<file path="config.mk">
export PLATFORM = sky130hd
export DESIGN_NAME = scale_fill_stability_controller_unit
export DESIGN_NICKNAME = d
export VERILOG_FILES = /design/src/sfsc_pkg.sv /design/src/sfsc_limits.sv /design/src/scale_fill_stability_controller_unit.sv
export SDC_FILE = /design/constraint.sdc
export NUM_CORES = 1
export LEC_CHECK = 0
export ABC_AREA = 1
export BUFFER_PORTS_ARGS = -buffer_cell sky130_fd_sc_hd__buf_2
export CAP_MARGIN = 40
export CORE_ASPECT_RATIO = 1.1
export CORE_MARGIN = 5
export CORE_UTILIZATION = 50
export CTS_BUF_LIST = sky130_fd_sc_hd__clkbuf_16
export DETAILED_ROUTE_END_ITERATION = 7
export GPL_TIMING_DRIVEN = 0
export HOLD_SLACK_MARGIN = 0.02
export PLACE_DENSITY_LB_ADDON = 0.1
export SYNTH_ARGS = -nofsm -noshare
export SYNTH_HDL_FRONTEND = slang
export SYNTH_SLANG_ARGS = --single-unit
export TNS_END_PERCENT = 30
</file>
<file path="constraint.sdc">
create_clock -name clk -period 6.1 [get_ports clk]
set_input_delay 0.61 -clock clk [delete_from_list [all_inputs] [get_ports clk]]
set_output_delay 0.61 -clock clk [all_outputs]
set_load 0.005 [all_outputs]
</file>
<file path="src/sfsc_pkg.sv">
// ----------------------------------------------------------------------------
// sfsc_pkg
// Shared types, codes and constants of the two-scale weighing controller.
// ----------------------------------------------------------------------------
package sfsc_pkg;

  // fixed field widths
  localparam int WEIGHT_W    = 16;
  localparam int LIMIT_W     = 7;
  localparam int THRESH_W    = 8;
  localparam int STEP_W      = 5;
  localparam int KEY_W       = 4;
  localparam int CFG_IDX_W   = 2;
  localparam int CFG_DATA_W  = 8;
  localparam int QUIET_W     = 2;
  localparam int IN_DATA_W   = 40;
  localparam int OUT_DATA_W  = 56;

  // stability window defaults
  localparam int WINDOW_LIMIT_DEF = 20;
  localparam logic [QUIET_W-1:0] QUIET_WINDOWS = 2'd3;

  // limit clamps and reset values
  localparam logic [LIMIT_W-1:0] LIMIT_MIN = 7'd10;
  localparam logic [LIMIT_W-1:0] LIMIT_MAX = 7'd100;
  localparam logic [LIMIT_W-1:0] LIMIT_GAP = 7'd5;
  localparam logic [THRESH_W-1:0] THRESH_RST = 8'd5;
  localparam logic [STEP_W-1:0]   STEP_RST   = 5'd5;

  // key codes
  localparam logic [KEY_W-1:0] KEY_NONE    = 4'd0;
  localparam logic [KEY_W-1:0] KEY_BEGIN   = 4'd1;
  localparam logic [KEY_W-1:0] KEY_ADVANCE = 4'd2;
  localparam logic [KEY_W-1:0] KEY_RETURN  = 4'd3;
  localparam logic [KEY_W-1:0] KEY_ABORT   = 4'd4;
  localparam logic [KEY_W-1:0] KEY_MENU    = 4'd5;
  localparam logic [KEY_W-1:0] KEY_LOW_DN  = 4'd6;
  localparam logic [KEY_W-1:0] KEY_LOW_UP  = 4'd7;
  localparam logic [KEY_W-1:0] KEY_HIGH_DN = 4'd8;
  localparam logic [KEY_W-1:0] KEY_HIGH_UP = 4'd9;

  // configuration register indexes
  localparam logic [CFG_IDX_W-1:0] CFG_LOW_INIT  = 2'd0;
  localparam logic [CFG_IDX_W-1:0] CFG_HIGH_INIT = 2'd1;
  localparam logic [CFG_IDX_W-1:0] CFG_THRESH    = 2'd2;
  localparam logic [CFG_IDX_W-1:0] CFG_STEP      = 2'd3;

  // request kinds
  localparam logic REQ_TICK = 1'b0;
  localparam logic REQ_KEY  = 1'b1;

  typedef enum logic [1:0] {
    MODE_STANDBY = 2'd0,
    MODE_WEIGH   = 2'd1,
    MODE_DONE    = 2'd2
  } mode_t;

  typedef struct packed {
    logic [LIMIT_W-1:0] lower;
    logic [LIMIT_W-1:0] upper;
  } bounds_t;

  function automatic logic [LIMIT_W-1:0] clamp_limit(input logic [LIMIT_W-1:0] v);
    logic [LIMIT_W-1:0] r;
    r = v;
    if (v < LIMIT_MIN) r = LIMIT_MIN;
    if (v > LIMIT_MAX) r = LIMIT_MAX;
    return r;
  endfunction

endpackage

</file>
<file path="src/sfsc_limits.sv">
// ----------------------------------------------------------------------------
// sfsc_limits
// Limit key handling: steps the lower and upper bounds with their clamps.
// ----------------------------------------------------------------------------
module sfsc_limits
  import sfsc_pkg::*;
(
  input  logic              en,
  input  logic [KEY_W-1:0]  key,
  input  logic [STEP_W-1:0] step,
  input  bounds_t           cur,
  output bounds_t           nxt
);

  logic [LIMIT_W:0] lo8;
  logic [LIMIT_W:0] up8;
  logic [LIMIT_W:0] st8;
  logic [LIMIT_W:0] low_sum;
  logic [LIMIT_W:0] low_floor;
  logic [LIMIT_W:0] high_sum;
  logic [LIMIT_W:0] high_gap;
  logic [LIMIT_W:0] high_gap_step;
  logic [LIMIT_W:0] high_dec;

  // widened operands so sums cannot wrap
  assign lo8           = {1'b0, cur.lower};
  assign up8           = {1'b0, cur.upper};
  assign st8           = {{(LIMIT_W+1-STEP_W){1'b0}}, step};
  assign low_sum       = lo8 + st8;
  assign low_floor     = {1'b0, LIMIT_MIN} + st8;
  assign high_sum      = up8 + st8;
  assign high_gap      = lo8 + {1'b0, LIMIT_GAP};
  assign high_gap_step = high_gap + st8;
  assign high_dec      = (up8 < high_gap_step) ? high_gap : (up8 - st8);

  // bound update per key
  always_comb begin
    nxt = cur;
    if (en) begin
      case (key)
        KEY_LOW_DN: begin
          nxt.lower = (lo8 < low_floor) ? LIMIT_MIN : (cur.lower - LIMIT_W'(step));
        end
        KEY_LOW_UP: begin
          nxt.lower = (low_sum > up8) ? cur.upper : low_sum[LIMIT_W-1:0];
        end
        KEY_HIGH_DN: begin
          nxt.upper = (high_dec > {1'b0, LIMIT_MAX}) ? LIMIT_MAX : high_dec[LIMIT_W-1:0];
        end
        KEY_HIGH_UP: begin
          nxt.upper = (high_sum > {1'b0, LIMIT_MAX}) ? LIMIT_MAX : high_sum[LIMIT_W-1:0];
        end
        default: begin
          nxt = cur;
        end
      endcase
    end
  end

endmodule

</file>
<file path="src/scale_fill_stability_controller_unit.sv">
// ----------------------------------------------------------------------------
// scale_fill_stability_controller_unit
// Two-scale weighing controller: tare, net weights, stability windows,
// limit keys and the standby / weighing / done mode.
// ----------------------------------------------------------------------------
// path: each item passes the input register, then the result register, to m_axis
// throughput: one item per cycle unless m_axis stalls; input and result registers
//   are the only stages; state updates as an item leaves stage one, if cfg_we is low
// reset: rst is synchronous; mode standby, tares, nets, counters and barcode flag
//   cleared, stable flag set, limits 10 and 100, threshold 5, step 5
module scale_fill_stability_controller_unit
  import sfsc_pkg::*;
#(
  parameter int WINDOW_LIMIT = WINDOW_LIMIT_DEF
) (
  input  logic                  clk,
  input  logic                  rst,
  // configuration
  input  logic                  cfg_we,
  input  logic [CFG_IDX_W-1:0]  cfg_index,
  input  logic [CFG_DATA_W-1:0] cfg_data,
  // input items
  input  logic                  s_axis_tvalid,
  output logic                  s_axis_tready,
  input  logic [IN_DATA_W-1:0]  s_axis_tdata,  // key_code, raw_first_weight,
                                               // raw_second_weight, barcode_seen
  input  logic                  s_axis_tuser,  // req_type
  // result items
  output logic                  m_axis_tvalid,
  input  logic                  m_axis_tready,
  output logic [OUT_DATA_W-1:0] m_axis_tdata   // status, net_first, net_second,
                                               // low_limit, high_limit, is_stable
);

  localparam int WT_W = $clog2(WINDOW_LIMIT + 2);
  localparam logic [WT_W-1:0] WT_LAST = WT_W'(WINDOW_LIMIT);

  // input register
  logic                s1_valid;
  logic                s1_req;
  logic [KEY_W-1:0]    s1_key;
  logic [WEIGHT_W-1:0] s1_raw1;
  logic [WEIGHT_W-1:0] s1_raw2;
  logic                s1_seen;
  logic                advance;

  // controller state
  mode_t               mode;
  mode_t               mode_next;
  logic [WEIGHT_W-1:0] tare1;
  logic [WEIGHT_W-1:0] tare2;
  logic [WEIGHT_W-1:0] tare1_next;
  logic [WEIGHT_W-1:0] tare2_next;
  logic [WEIGHT_W-1:0] net1;
  logic [WEIGHT_W-1:0] net2;
  logic [WEIGHT_W-1:0] net1_next;
  logic [WEIGHT_W-1:0] net2_next;
  bounds_t             bounds;
  bounds_t             bounds_next;
  logic [WEIGHT_W-1:0] prev_raw;
  logic [WEIGHT_W-1:0] prev_raw_next;
  logic [WT_W-1:0]     window_ticks;
  logic [WT_W-1:0]     window_ticks_next;
  logic [QUIET_W-1:0]  quiet_run;
  logic [QUIET_W-1:0]  quiet_run_next;
  logic [QUIET_W-1:0]  quiet_inc;
  logic                stable;
  logic                stable_next;
  logic                barcode;
  logic                barcode_next;
  logic [THRESH_W-1:0] threshold;
  logic [STEP_W-1:0]   step;

  // datapath helpers
  logic [WEIGHT_W-1:0] diff;
  logic                net1_in_lim;
  logic                limit_key;

  // result register
  logic [OUT_DATA_W-1:0] out_data;

  assign advance       = s1_valid && (!m_axis_tvalid || m_axis_tready);
  assign s_axis_tready = !s1_valid || advance;

  // input register
  always_ff @(posedge clk) begin
    if (rst) begin
      s1_valid <= 1'b0;
    end else if (s_axis_tready) begin
      s1_valid <= s_axis_tvalid;
    end
    if (s_axis_tvalid && s_axis_tready) begin
      s1_req  <= s_axis_tuser;
      s1_key  <= s_axis_tdata[3:0];
      s1_raw1 <= s_axis_tdata[19:4];
      s1_raw2 <= s_axis_tdata[35:20];
      s1_seen <= s_axis_tdata[36];
    end
  end

  // limit keys
  assign limit_key = advance && (s1_req == REQ_KEY);

  sfsc_limits u_limits (
    .en   (limit_key),
    .key  (s1_key),
    .step (step),
    .cur  (bounds),
    .nxt  (bounds_next)
  );

  // net weights and stability window helpers
  assign diff        = (prev_raw > s1_raw1) ? (prev_raw - s1_raw1) : (s1_raw1 - prev_raw);
  assign quiet_inc   = quiet_run + 2'd1;
  assign net1_in_lim = ({{(WEIGHT_W-LIMIT_W){1'b0}}, bounds.lower} <= net1_next) &&
                       (net1_next <= {{(WEIGHT_W-LIMIT_W){1'b0}}, bounds.upper});

  // next state of the controller for the item in stage one
  always_comb begin
    mode_next         = mode;
    tare1_next        = tare1;
    tare2_next        = tare2;
    net1_next         = net1;
    net2_next         = net2;
    prev_raw_next     = prev_raw;
    window_ticks_next = window_ticks;
    quiet_run_next    = quiet_run;
    stable_next       = stable;
    barcode_next      = barcode;
    if (s1_req == REQ_KEY) begin
      case (s1_key)
        KEY_BEGIN, KEY_ADVANCE: begin
          tare1_next   = s1_raw1;
          tare2_next   = s1_raw2;
          barcode_next = 1'b0;
          mode_next    = MODE_WEIGH;
        end
        KEY_RETURN, KEY_ABORT: begin
          mode_next = MODE_STANDBY;
        end
        default: begin
          mode_next = mode;
        end
      endcase
    end else begin
      if (s1_seen) barcode_next = 1'b1;
      net1_next = (s1_raw1 > tare1) ? (s1_raw1 - tare1) : '0;
      net2_next = (s1_raw2 > tare2) ? (s1_raw2 - tare2) : '0;
      // stability window
      if (window_ticks > WT_LAST) begin
        window_ticks_next = '0;
        if (net1_in_lim) begin
          if (diff < {{(WEIGHT_W-THRESH_W){1'b0}}, threshold}) begin
            if (quiet_inc < QUIET_WINDOWS) begin
              quiet_run_next = quiet_inc;
              stable_next    = 1'b0;
            end else begin
              quiet_run_next = '0;
              stable_next    = 1'b1;
            end
          end else begin
            quiet_run_next = '0;
            stable_next    = 1'b0;
          end
          prev_raw_next = s1_raw1;
        end else begin
          stable_next = 1'b0;
        end
      end else begin
        window_ticks_next = window_ticks + WT_W'(1);
      end
      // finish test
      if ((mode == MODE_WEIGH) && net1_in_lim && stable_next && barcode_next) begin
        mode_next = MODE_DONE;
      end
    end
  end

  // state registers and configuration
  always_ff @(posedge clk) begin
    if (rst) begin
      mode         <= MODE_STANDBY;
      tare1        <= '0;
      tare2        <= '0;
      net1         <= '0;
      net2         <= '0;
      bounds.lower <= LIMIT_MIN;
      bounds.upper <= LIMIT_MAX;
      prev_raw     <= '0;
      window_ticks <= '0;
      quiet_run    <= '0;
      stable       <= 1'b1;
      barcode      <= 1'b0;
      threshold    <= THRESH_RST;
      step         <= STEP_RST;
    end else if (cfg_we) begin
      case (cfg_index)
        CFG_LOW_INIT:  bounds.lower <= clamp_limit(cfg_data[LIMIT_W-1:0]);
        CFG_HIGH_INIT: bounds.upper <= clamp_limit(cfg_data[LIMIT_W-1:0]);
        CFG_THRESH:    threshold    <= cfg_data[THRESH_W-1:0];
        CFG_STEP:      step         <= cfg_data[STEP_W-1:0];
        default:       step         <= step;
      endcase
    end else if (advance) begin
      mode         <= mode_next;
      tare1        <= tare1_next;
      tare2        <= tare2_next;
      net1         <= net1_next;
      net2         <= net2_next;
      bounds       <= bounds_next;
      prev_raw     <= prev_raw_next;
      window_ticks <= window_ticks_next;
      quiet_run    <= quiet_run_next;
      stable       <= stable_next;
      barcode      <= barcode_next;
    end
  end

  // result register
  always_ff @(posedge clk) begin
    if (rst) begin
      m_axis_tvalid <= 1'b0;
    end else if (advance) begin
      m_axis_tvalid <= 1'b1;
    end else if (m_axis_tready) begin
      m_axis_tvalid <= 1'b0;
    end
    if (advance) begin
      out_data <= {7'd0, stable_next, bounds_next.upper, bounds_next.lower,
                   net2_next, net1_next, mode_next};
    end
  end

  assign m_axis_tdata = out_data;

  // checks
  a_quiet_range: assert property (@(posedge clk) disable iff (rst)
    quiet_run < QUIET_WINDOWS)
    else $error("quiet run count reached the window count");

  a_window_range: assert property (@(posedge clk) disable iff (rst)
    window_ticks <= WT_W'(WINDOW_LIMIT + 1))
    else $error("window tick counter past its wrap point");

  a_bounds_range: assert property (@(posedge clk) disable iff (rst)
    bounds.lower >= LIMIT_MIN && bounds.lower <= LIMIT_MAX &&
    bounds.upper >= LIMIT_MIN && bounds.upper <= LIMIT_MAX)
    else $error("limit bound outside 10..100");

  a_done_from_weigh: assert property (@(posedge clk) disable iff (rst)
    (mode == MODE_DONE && $past(mode) != MODE_DONE) |-> $past(mode) == MODE_WEIGH)
    else $error("done entered from a mode other than weighing");

  a_state_holds_idle: assert property (@(posedge clk) disable iff (rst)
    (!s1_valid && !cfg_we) |=> $stable(mode) && $stable(window_ticks))
    else $error("controller state moved with no item in stage one");

endmodule
</file>
==> results.json, run 1 <==
{
  "vias_per_cell": 5.31,
  "setup_viol": 0,
  "core_area_mm2": 0.0277,
  "design_area_mm2": 0.0158,
  "remaining_drc_errors": 0,
  "die_y_um": 185,
  "start_util_pct": 50.5,
  "gr-total-overflow": 0,
  "clk_pin_slew_ns": 0.06,
  "synth.area.top_cells": "edfxtp_1, dfxtp_1, nand2_1, ha_1, a21oi_1",
  "clockRootBuffer": "clkbuf_16",
  "clock.fmax_ghz": 0.222,
  "drive_above_1_share_pct": 12.1,
  "power_leakage_nw": 7.26,
  "min-delay-start": "s_axis_tdata[11]",
  "drt_iter0_markers": 785,
  "post-cts-setup-buffers": 0,
  "final.period_utilization_pct": 73.9,
  "synth.distinct_cells": 60,
  "h-tree-depth": 1,
  "synth_top_cell_by_area": "edfxtp_1",
  "rsz0062_at_grt": "false",
  "relSlewSlack_pct": 47.3,
  "ioPinCount": 114,
  "crit_path_end_kind": "register",
  "fin_ws_ns": 1.59,
  "avgSynthCellArea_um2": 7.58,
  "area_growth_syn_to_layout_pct": 12.6,
  "hold_path_class": "input pin to register",
  "diodes": 0,
  "antenna_found_initial": 0,
  "ir_drop_v": 0.000215,
  "ys_async_sr_fraction_pct": 0,
  "grt_pass1_wl_um": 61000,
  "hold_buffers": 0,
  "path_max_fanout": 10,
  "drtAntennaViolNets": 0,
  "cp.required_ns": 6.41,
  "firstDrtPassIters": 5,
  "grt_max_degree": 36,
  "clk_latency_ns": 0.55,
  "worstPathArrival_ns": 4.82,
  "cts_buffers": 25,
  "yosys_most_used_dff": "dfxtp_1",
  "place_hpwl_um": 30700,
  "syn-instance-count": 1845,
  "r2r_start": "s1_raw1[0]",
  "fin_tns_setup_ns": 0,
  "gp_congestion": 0.937,
  "cts.sinks": 207,
  "wl_per_cell_um": 16.4,
  "dieArea_mm2": 0.0314,
  "clockBufferDepth": 3,
  "worstSetupStartpoint": "s1_raw1[0]",
  "synth_edf_count": 87,
  "syn-cell-area_mm2": 0.0140,
  "drv_cap": 0,
  "first_global_vias": 11600,
  "finalHoldViolCount": 0,
  "p_total_mw": 3.74,
  "worstSetupPathType": "register to register",
  "wl_um": 38800,
  "fin_skew_ns": 0.0294,
  "postPlaceCellArea_mm2": 0.0150,
  "preCtsSetupSlack_ns": 1.61,
  "start_kind": "register",
  "yosys_warnings": 0,
  "p_per_area_mw_per_mm2": 237,
  "nNetsFinal": 2177,
  "slowest_delay_ns": 0.45,
  "rows": 64,
  "synth_top_area_share_pct": 18.7,
  "timing_max_transition_violations_final": 0,
  "io_buffers": 103,
  "cts_tree": "built",
  "ys_ff_latch": 207,
  "num_vias": 12600,
  "tightest_slew_ns": 0.791,
  "cts_resized": 0,
  "status": "finished, final reports clean",
  "yosysSeqAreaShare_pct": 35.8,
  "fin_crit_ns": 4.51,
  "grtUsageTotal_pct": 24.1,
  "critical_path.slowest_cell": "edfxtp_1",
  "die_w_um": 170
}
==> cell usage in the layout, fill, tap and decap left out, types with 5 or more instances in the layout <==
cell / netlist / routed
clkbuf_16: 0 / 25
clkbuf_1: 30 / 30
o21ai_1: 15 / 15
edfxtp_1: 87 / 87
nand4_1: 10 / 10
a21oi_1: 201 / 201
inv_2: 6 / 8
buf_6: 6 / 6
o21bai_1: 5 / 5
xor2_1: 39 / 39
a22o_1: 6 / 6
nand2_2: 20 / 20
nand2_1: 434 / 434
buf_2: 6 / 109
nor3_1: 15 / 15
o21ai_0: 129 / 129
ha_1: 128 / 128
a21o_1: 9 / 9
inv_1: 254 / 257
xnor2_1: 12 / 12
nand3b_1: 5 / 5
o21a_1: 11 / 11
nor2_2: 8 / 8
a21oi_2: 5 / 5
clkinv_1: 1 / 10
nand3_1: 73 / 73
a31oi_1: 8 / 8
o21ai_2: 18 / 18
conb_1: 1 / 7
nor2_1: 110 / 110
fa_1: 10 / 10
buf_4: 7 / 7
dfxtp_1: 120 / 120
==> cell type report <==
class	instances	area [um2]
multi-input combinational	1328	7710
timing repair buffer	105	556
fill	2734	11900
inverter	262	986
clock buffer	25	626
tap	363	454
sequential	207	5010
buffer	54	308
clock inverter	21	110
==> synth_stat cells (5+ instances only) <==
cell	count
a21o_1	9
a21oi_1	201
a21oi_2	5
a22o_1	6
a31oi_1	8
buf_2	6
buf_4	7
buf_6	6
clkbuf_1	30
dfxtp_1	120
edfxtp_1	87
fa_1	10
ha_1	128
inv_1	254
inv_2	6
nand2_1	434
nand2_2	20
nand3_1	73
nand3b_1	5
nand4_1	10
nor2_1	110
nor2_2	8
nor3_1	15
o21a_1	11
o21ai_0	129
o21ai_1	15
o21ai_2	18
o21bai_1	5
xnor2_1	12
xor2_1	39
==> flip-flops by register name, summed over array words and instances (netlist names) <==
register and count:
step 5, s1_raw2 16, bounds 14, s1_seen 1
mode 2, stable 1, s1_valid 1, m_axis_tvalid 1
m_axis_tdata 49, s1_raw1 16, barcode 1, s1_key 4
tare1 16, window_ticks 5, s1_req 1, net1 16
quiet_run 2, threshold 8, tare2 16, net2 16
prev_raw 16
==> power by group <==
| group | switching [mW] | total [mW] | internal (mW) |
|---|---|---|---|
| clock | 0.603 | 1.35 | 0.747 |
| sequential | 0.0528 | 1.56 | 1.51 |
| combinational | 0.522 | 0.827 | 0.305 |
==> worst max-delay path: cells and delay by family (launching register included) <==
family          cells  cell delay [ns]
simple gates       14             1.53
flops               1             0.45
buf+inv             5             0.53
compound gates      6             0.89
fa+ha+maj           3             0.86
==> logic make-up after synthesis <==
group	count (synthesis)	share of synthesized area, %
multiplexers	1	0.0715
XOR/XNOR	51	3.19
AND/OR/NAND/NOR	703	21.6
other	1	0.0268
buffers and inverters	316	9.25
flip-flops	207	35.8
AO/OA/AOI/OAI	428	17.1
adder cells (fa/ha/maj)	138	12.9
==> through the flow <==
stage,util (%),hold slack (ns),cells
after floorplan,-,0.429,1851
after global placement,54.1,0.442,2317
after detailed placement,54.2,0.450,2319
after CTS,56.9,0.212,2365
after global routing,56.9,0.216,2365
final,56.9,0.228,2365
==> worst paths after layout <==
kind | end | slack [ns] | cells after the start
max reg2reg | m_axis_tdata[0] | 1.59 | 28
min | s1_raw1[7] | 0.23 | 1
min reg2reg | tare2[3] | 0.46 | 2
max | m_axis_tdata[0] | 1.59 | 28
==> metal layers <==
layer  GRT usage (%)  part of all wire, %
met2            41.2                   47
met3            3.19                  6.3
met5               0                    0
met4            6.89                  2.7
met1            32.3                   44
(Power assumes the default switching activity.)
==> run 2, diff against run 1 <==
--- a/config.mk
+++ b/config.mk
@@ -5,7 +5,7 @@
 export SDC_FILE = /design/constraint.sdc
 export NUM_CORES = 1
 export LEC_CHECK = 0
-export ABC_AREA = 1
+export ABC_AREA = 0
 export BUFFER_PORTS_ARGS = -buffer_cell sky130_fd_sc_hd__buf_2
 export CAP_MARGIN = 40
 export CORE_ASPECT_RATIO = 1.1
==> constraint.sdc (replaced) <==
create_clock -name clk -period 4.6 [get_ports clk]
set_input_delay 0.46 -clock clk [delete_from_list [all_inputs] [get_ports clk]]
set_output_delay 0.46 -clock clk [all_outputs]
set_load 0.005 [all_outputs]
==> results.json, run 2 <==
{
  "hold_ws_ns": 0.0997,
  "hold_end": "s1_raw2[1]",
  "fin_tns_setup_ns": 0,
  "worstPathArrival_ns": 5.02,
  "r2r_end": "quiet_run[1]",
  "ioPinCount": 114,
  "area_growth_syn_to_layout_pct": 19.1,
  "dieArea_mm2": 0.0312,
  "cts.sinks": 207,
  "fin_skew_ns": 0.0224,
  "layout_common_cells": "nand2_1, inv_1, nor2_1, a21oi_1, dfxtp_1",
  "fillers": 2487,
  "clockBufferDepth": 3,
  "grt_pass1_wl_um": 63000,
  "diodes": 0,
  "clock.fmax_ghz": 0.219,
  "wl_um": 40400,
  "gr-total-overflow": 0,
  "first_global_vias": 12000,
  "gp_congestion": 0.928,
  "synth_edf_count": 87,
  "firstDrtPassIters": 5,
  "finalHoldViolCount": 0,
  "setup_viol": 0,
  "grt_max_degree": 43,
  "remaining_drc_errors": 0,
  "vias_per_cell": 5.76,
  "yosysMostFrequentCell": "nand2_1",
  "p_seq_share_pct": 41.8,
  "clk_latency_ns": 0.53,
  "start_util_pct": 50.3,
  "power_frac_comb_pct": 18.9,
  "drtAntennaViolNets": 0,
  "placed_cells": 2066,
  "p_clk_share_pct": 39.2,
  "final.period_utilization_pct": 99.3,
  "crit_top_cell": "buf_6",
  "yosys_most_used_dff": "dfxtp_1",
  "cp.buffers_inverters": 4,
  "synth_compound_area_share_pct": 21.4,
  "clk_pin_slew_ns": 0.06,
  "hold_path_class": "input pin to register",
  "avgSynthCellArea_um2": 8.74,
  "utilization_pct": 59.9,
  "switchingPower_mw": 1.38,
  "start_kind": "register",
  "clockRootBuffer": "clkbuf_16",
  "slowest_delay_ns": 0.43,
  "synthSimpleGateAreaFrac_pct": 16.2,
  "min-delay-start": "s_axis_tdata[21]",
  "drv_cap": 0,
  "relSlewSlack_pct": 40.8,
  "antenna_found_initial": 0,
  "cp.required_ns": 5.05,
  "synth-xor-area-share_pct": 4.16,
  "synth.area.mux_share_pct": 2.99,
  "preCtsSetupSlack_ns": -1.54,
  "cts_buffers": 24,
  "p_total_mw": 4.88,
  "syn-instance-count": 1589,
  "switching_share_pct": 28.4,
  "worstSetupPathType": "register to register",
  "rrSetupSlack_ns": 0.03,
  "synth_top_family_by_area": "compound AO/OA/AOI/OAI gates",
  "timing_max_transition_violations_final": 0,
  "worst_hold_path.num_cells": 1,
  "die_y_um": 185,
  "design_area_mm2": 0.0165,
  "core_area_mm2": 0.0276,
  "rr_worst_depth": 21,
  "grtUsageTotal_pct": 25.0,
  "p_per_area_mw_per_mm2": 295,
  "synthTopCellsByCount": "nand2_1, inv_1, a21oi_1, nor2_1, ha_1",
  "fin_ws_ns": 0.0331,
  "fin_crit_ns": 4.57,
  "io_buffers": 103,
  "ys_ff_latch": 207,
  "wl_per_cell_um": 18.7,
  "place_hpwl_um": 30400,
  "yosysSeqAreaShare_pct": 36.1,
  "status": "finished, final reports clean",
  "cell_internal_pwr_mw": 3.50,
  "final_common_cell": "nand2_1",
  "synth_top_cell_by_area": "edfxtp_1",
  "nNetsFinal": 1971,
  "syn-cell-area_mm2": 0.0139,
  "yosys_warnings": 0,
  "synth_top_area_share_pct": 18.8,
  "synth.area.top_cells": "edfxtp_1, dfxtp_1, ha_1, a21oi_1, nand2_1",
  "ir_drop_v": 0.000292,
  "rsz0062_at_grt": "true",
  "crit_path_end_kind": "register",
  "synth.distinct_cells": 76,
  "postPlaceCellArea_mm2": 0.0149,
  "cts_tree": "built",
  "rows": 64,
  "critical_path.slowest_cell": "edfxtp_1",
  "drt_iter0_markers": 917,
  "cp_cell_sequence": "ha_2, inv_2, fa_2, a21o_1, a221oi_4, nor2_2, a22o_4, buf_12, mux2i_1, xor2_1, ha_1, a21oi_1, o21ai_1, a211oi_1, nor2_1, a2111oi_4, nand4_1, buf_6, buf_6, or4_4, a21oi_2",
  "fin_cells": 2158,
  "ys_async_sr_fraction_pct": 0,
  "path_delay_family": "compound AO/OA/AOI/OAI gates",
  "drive_above_1_share_pct": 17.2,
  "yosys.area_share.adder_pct": 13.0,
  "die_w_um": 169,
  "hold_buffers": 0,
  "largest_reg_flops": 49,
  "path_max_fanout": 4,
  "tightest_slew_ns": 0.877,
  "num_vias": 12400,
  "r2r_start": "s1_raw1[0]",
  "power_leakage_nw": 6.81,
  "h-tree-depth": 1
}
## run 2: worst reg2reg max path, cell delays in order (launching register included)
cell       delay, ns
edfxtp_1        0.43
ha_2            0.24
inv_2           0.05
fa_2            0.39
a21o_1          0.23
a221oi_4        0.29
nor2_2          0.08
a22o_4          0.26
buf_12          0.13
mux2i_1         0.16
xor2_1          0.17
ha_1            0.26
a21oi_1         0.12
o21ai_1         0.09
a211oi_1        0.22
nor2_1          0.11
a2111oi_4       0.27
nand4_1         0.15
buf_6           0.17
buf_6           0.11
or4_4           0.42
a21oi_2         0.12
## run 2: per-layer routing
| layer | GRT usage [%] | part of all wire, % | vias to the layer above |
|---|---|---|---|
| li1 | - | - | 6079 |
| met1 | 31.1 | 42 | 5882 |
| met2 | 44.7 | 49 | 366 |
| met3 | 3.39 | 5.5 | 94 |
| met4 | 8.67 | 3.5 | 0 |
| met5 | 0 | 0 | - |
## run 2: worst max-delay path by stage
stage          startpoint                to  slack (ns)  cells past startpoint
4_1_cts        s1_raw1[0]      quiet_run[1]     -0.0003                     21
3_5_place_dp   s1_raw1[9]  m_axis_tdata[48]       -1.54                     19
2_1_floorplan  s1_raw1[0]      quiet_run[0]       0.002                     24
6_report       s1_raw1[0]      quiet_run[1]        0.03                     21
3_3_place_gp   s1_raw1[9]  m_axis_tdata[48]       -1.49                     19
5_1_grt        s1_raw1[0]      quiet_run[1]       -0.18                     21
## run 2: repair_timing
action,4_1_cts,5_1_grt
pin swaps,23,10
setup buffers,39,15
gates resized for setup,63,37
setup endpoints to repair,33,37
## run 2: power by group through the flow
stage          combinational, mW  sequential, mW  clock (mW)
6_report                   0.925            2.04        1.92
4_1_cts                    0.892            2.04        1.95
3_3_place_gp               0.811            2.09           0
5_1_grt                     1.02            2.05        2.03
3_5_place_dp               0.830            2.09           0
2_1_floorplan              0.587            2.07           0
## run 2: area by class of cell
class	instances	area [um2]	area share, %
sequential	207	5020	30.3
timing repair buffer	162	1010	6.11
inverter	138	518	3.13
tap	363	454	2.75
multi-input combinational	1174	8390	50.7
clock buffer	24	601	3.63
buffer	70	354	2.14
clock inverter	20	200	1.21
## run 2: cells by family (layout without fill, tap and decap cells)
kind of cell	after synthesis	after routing
flip-flops	207	207
XOR/XNOR	66	66
buffers and inverters	214	414
AO/OA/AOI/OAI	441	441
adder cells (fa/ha/maj)	138	138
multiplexers	41	41
other	1	7
AND/OR/NAND/NOR	481	481
==> run 3, diff against run 2 <==
--- a/config.mk
+++ b/config.mk
@@ -9,13 +9,13 @@
 export BUFFER_PORTS_ARGS = -buffer_cell sky130_fd_sc_hd__buf_2
 export CAP_MARGIN = 40
 export CORE_ASPECT_RATIO = 1.1
-export CORE_MARGIN = 5
 export CORE_UTILIZATION = 50
 export CTS_BUF_LIST = sky130_fd_sc_hd__clkbuf_16
 export DETAILED_ROUTE_END_ITERATION = 7
 export GPL_TIMING_DRIVEN = 0
 export HOLD_SLACK_MARGIN = 0.02
 export PLACE_DENSITY_LB_ADDON = 0.1
+export RECOVER_POWER = 50
 export SYNTH_ARGS = -nofsm -noshare
 export SYNTH_HDL_FRONTEND = slang
 export SYNTH_SLANG_ARGS = --single-unit
==> results.json, run 3 (same netlist as run 2, synthesis figures left out) <==
{
  "drive_above_1_share_pct": 15.4,
  "rr_worst_depth": 19,
  "cts.sinks": 207,
  "cp_cell_sequence": "buf_4, ha_1, buf_2, a21o_1, a21o_1, a21oi_2, a21boi_4, nor3_4, a22oi_1, inv_1, ha_1, and4_1, nand3_2, or3_1, a21oi_2, nand3_2, buf_8, or4_4, a21oi_2",
  "clockRootBuffer": "clkbuf_16",
  "switchingPower_mw": 1.37,
  "rsz0062_at_grt": "true",
  "core_area_mm2": 0.0271,
  "cell_internal_pwr_mw": 3.46,
  "vias_per_cell": 5.74,
  "gr-total-overflow": 0,
  "antenna_found_initial": 0,
  "final.period_utilization_pct": 100,
  "remaining_drc_errors": 0,
  "worstSetupPathType": "register to register",
  "layout_common_cells": "nand2_1, inv_1, nor2_1, a21oi_1",
  "area_growth_syn_to_layout_pct": 18.4,
  "drt_iter0_markers": 776,
  "power_frac_comb_pct": 19.0,
  "r2r_end": "quiet_run[0]",
  "finalHoldViolCount": 0,
  "relSlewSlack_pct": -34.9,
  "status": "finished with violations",
  "clockBufferDepth": 3,
  "worst_hold_path.num_cells": 1,
  "hold_ws_ns": 0.0918,
  "wl_um": 39600,
  "worstPathArrival_ns": 5.07,
  "dieArea_mm2": 0.0284,
  "slowest_delay_ns": 0.48,
  "fin_ws_ns": -0.0191,
  "p_seq_share_pct": 42.2,
  "hold_path_class": "input pin to register",
  "ir_drop_v": 0.000310,
  "timing_max_transition_violations_final": 36,
  "drtAntennaViolNets": 0,
  "tightest_slew_ns": 2.02,
  "nNetsFinal": 1967,
  "clk_pin_slew_ns": 0.07,
  "wl_per_cell_um": 18.4,
  "fin_crit_ns": 4.62,
  "path_delay_family": "compound AO/OA/AOI/OAI gates",
  "gp_congestion": 0.925,
  "largest_reg_flops": 49,
  "fillers": 2444,
  "place_hpwl_um": 29800,
  "die_y_um": 177,
  "clock.fmax_ghz": 0.216,
  "hold_end": "s1_raw2[0]",
  "p_per_area_mw_per_mm2": 294,
  "power_leakage_nw": 6.72,
  "cp.required_ns": 5.05,
  "ioPinCount": 114,
  "start_util_pct": 51.2,
  "h-tree-depth": 1,
  "min-delay-start": "s_axis_tdata[20]",
  "start_kind": "register",
  "p_total_mw": 4.84,
  "critical_path.slowest_cell": "or4_4",
  "num_vias": 12300,
  "violations": "capacitance limit, slew limit, setup timing",
  "diodes": 0,
  "setup_viol": 1,
  "cp.buffers_inverters": 4,
  "clk_latency_ns": 0.54,
  "rrSetupSlack_ns": -0.02,
  "rows": 63,
  "first_global_vias": 11500,
  "path_max_fanout": 7,
  "firstDrtPassIters": 5,
  "grt_pass1_wl_um": 61000,
  "r2r_start": "s1_raw1[13]",
  "cts_tree": "built",
  "worstSetupStartpoint": "s1_raw1[13]",
  "drv_cap": 1,
  "grt_max_degree": 36,
  "cts_buffers": 23,
  "io_buffers": 103,
  "fin_skew_ns": 0.0213,
  "switching_share_pct": 28.4,
  "grtUsageTotal_pct": 27.1,
  "crit_top_cell": "a21oi_2",
  "preCtsSetupSlack_ns": -1.26,
  "final_common_cell": "nand2_1",
  "die_w_um": 161,
  "p_clk_share_pct": 38.8,
  "crit_path_end_kind": "register"
}
[run 3: changes by cell type in the layout (fill, tap and decap cells not counted), moves of 3 or more]
cell      delta
clkinv_2     -6
inv_2        -3
ha_2         -3
clkbuf_1    +28
inv_1        +7
clkinv_4     -3
buf_2       -27
[run 3: per-stage QoR]
stage	util [%]	TNS [ns]	instance area, um2	instances
2_1_floorplan	-	0	13900	1595
3_3_place_gp	54.9	-33.32	14900	2055
3_5_place_dp	55.1	-25.59	14900	2060
4_1_cts	59.4	0	16100	2130
5_1_grt	60.6	-0.917	16400	2147
6_report	60.6	-0.0191	16400	2147
[run 3: area by class of cell]
cell class	count	area [um2]	share of cell area, %
clock inverters	17	146	0.890
inverters	138	518	3.15
clock buffers	25	626	3.80
repair buffers	160	925	5.62
well taps	357	447	2.72
flip-flops and latches	207	5020	30.5
plain buffers	69	347	2.11
multi-input cells	1174	8420	51.2
[run 3: timing repair]
item	in CTS	in global routing
pin swaps	15	34
setup buffers	34	18
setup endpoints to repair	29	35
resized for setup	46	65
hold buffers	0	0
cloned	0	0
[run 3: worst max-delay path by stage]
stage,end,slack (ns),cells past startpoint
6_report,quiet_run[0],-0.02,19
5_1_grt,quiet_run[1],-0.17,21
4_1_cts,quiet_run[0],0.005,20
3_5_place_dp,m_axis_tdata[48],-1.26,19
3_3_place_gp,m_axis_tdata[48],-1.22,19
2_1_floorplan,quiet_run[0],0.002,24
[run 3: per-layer routing]
metal  part of all wire (%)  global-route usage, %
met5                      0                      0
met4                    3.5                   11.0
met3                    5.5                   4.08
met2                     49                   47.6
met1                     42                   33.1
[run 3: power groups by stage]
| stage | sequential (mW) | clock (mW) | combinational, mW |
|---|---|---|---|
| after global placement | 2.09 | 0 | 0.810 |
| after detailed placement | 2.09 | 0 | 0.827 |
| after floorplan | 2.07 | 0 | 0.587 |
| final | 2.04 | 1.87 | 0.918 |
| after global routing | 2.05 | 1.98 | 1.01 |
| after CTS | 2.04 | 1.90 | 0.877 |
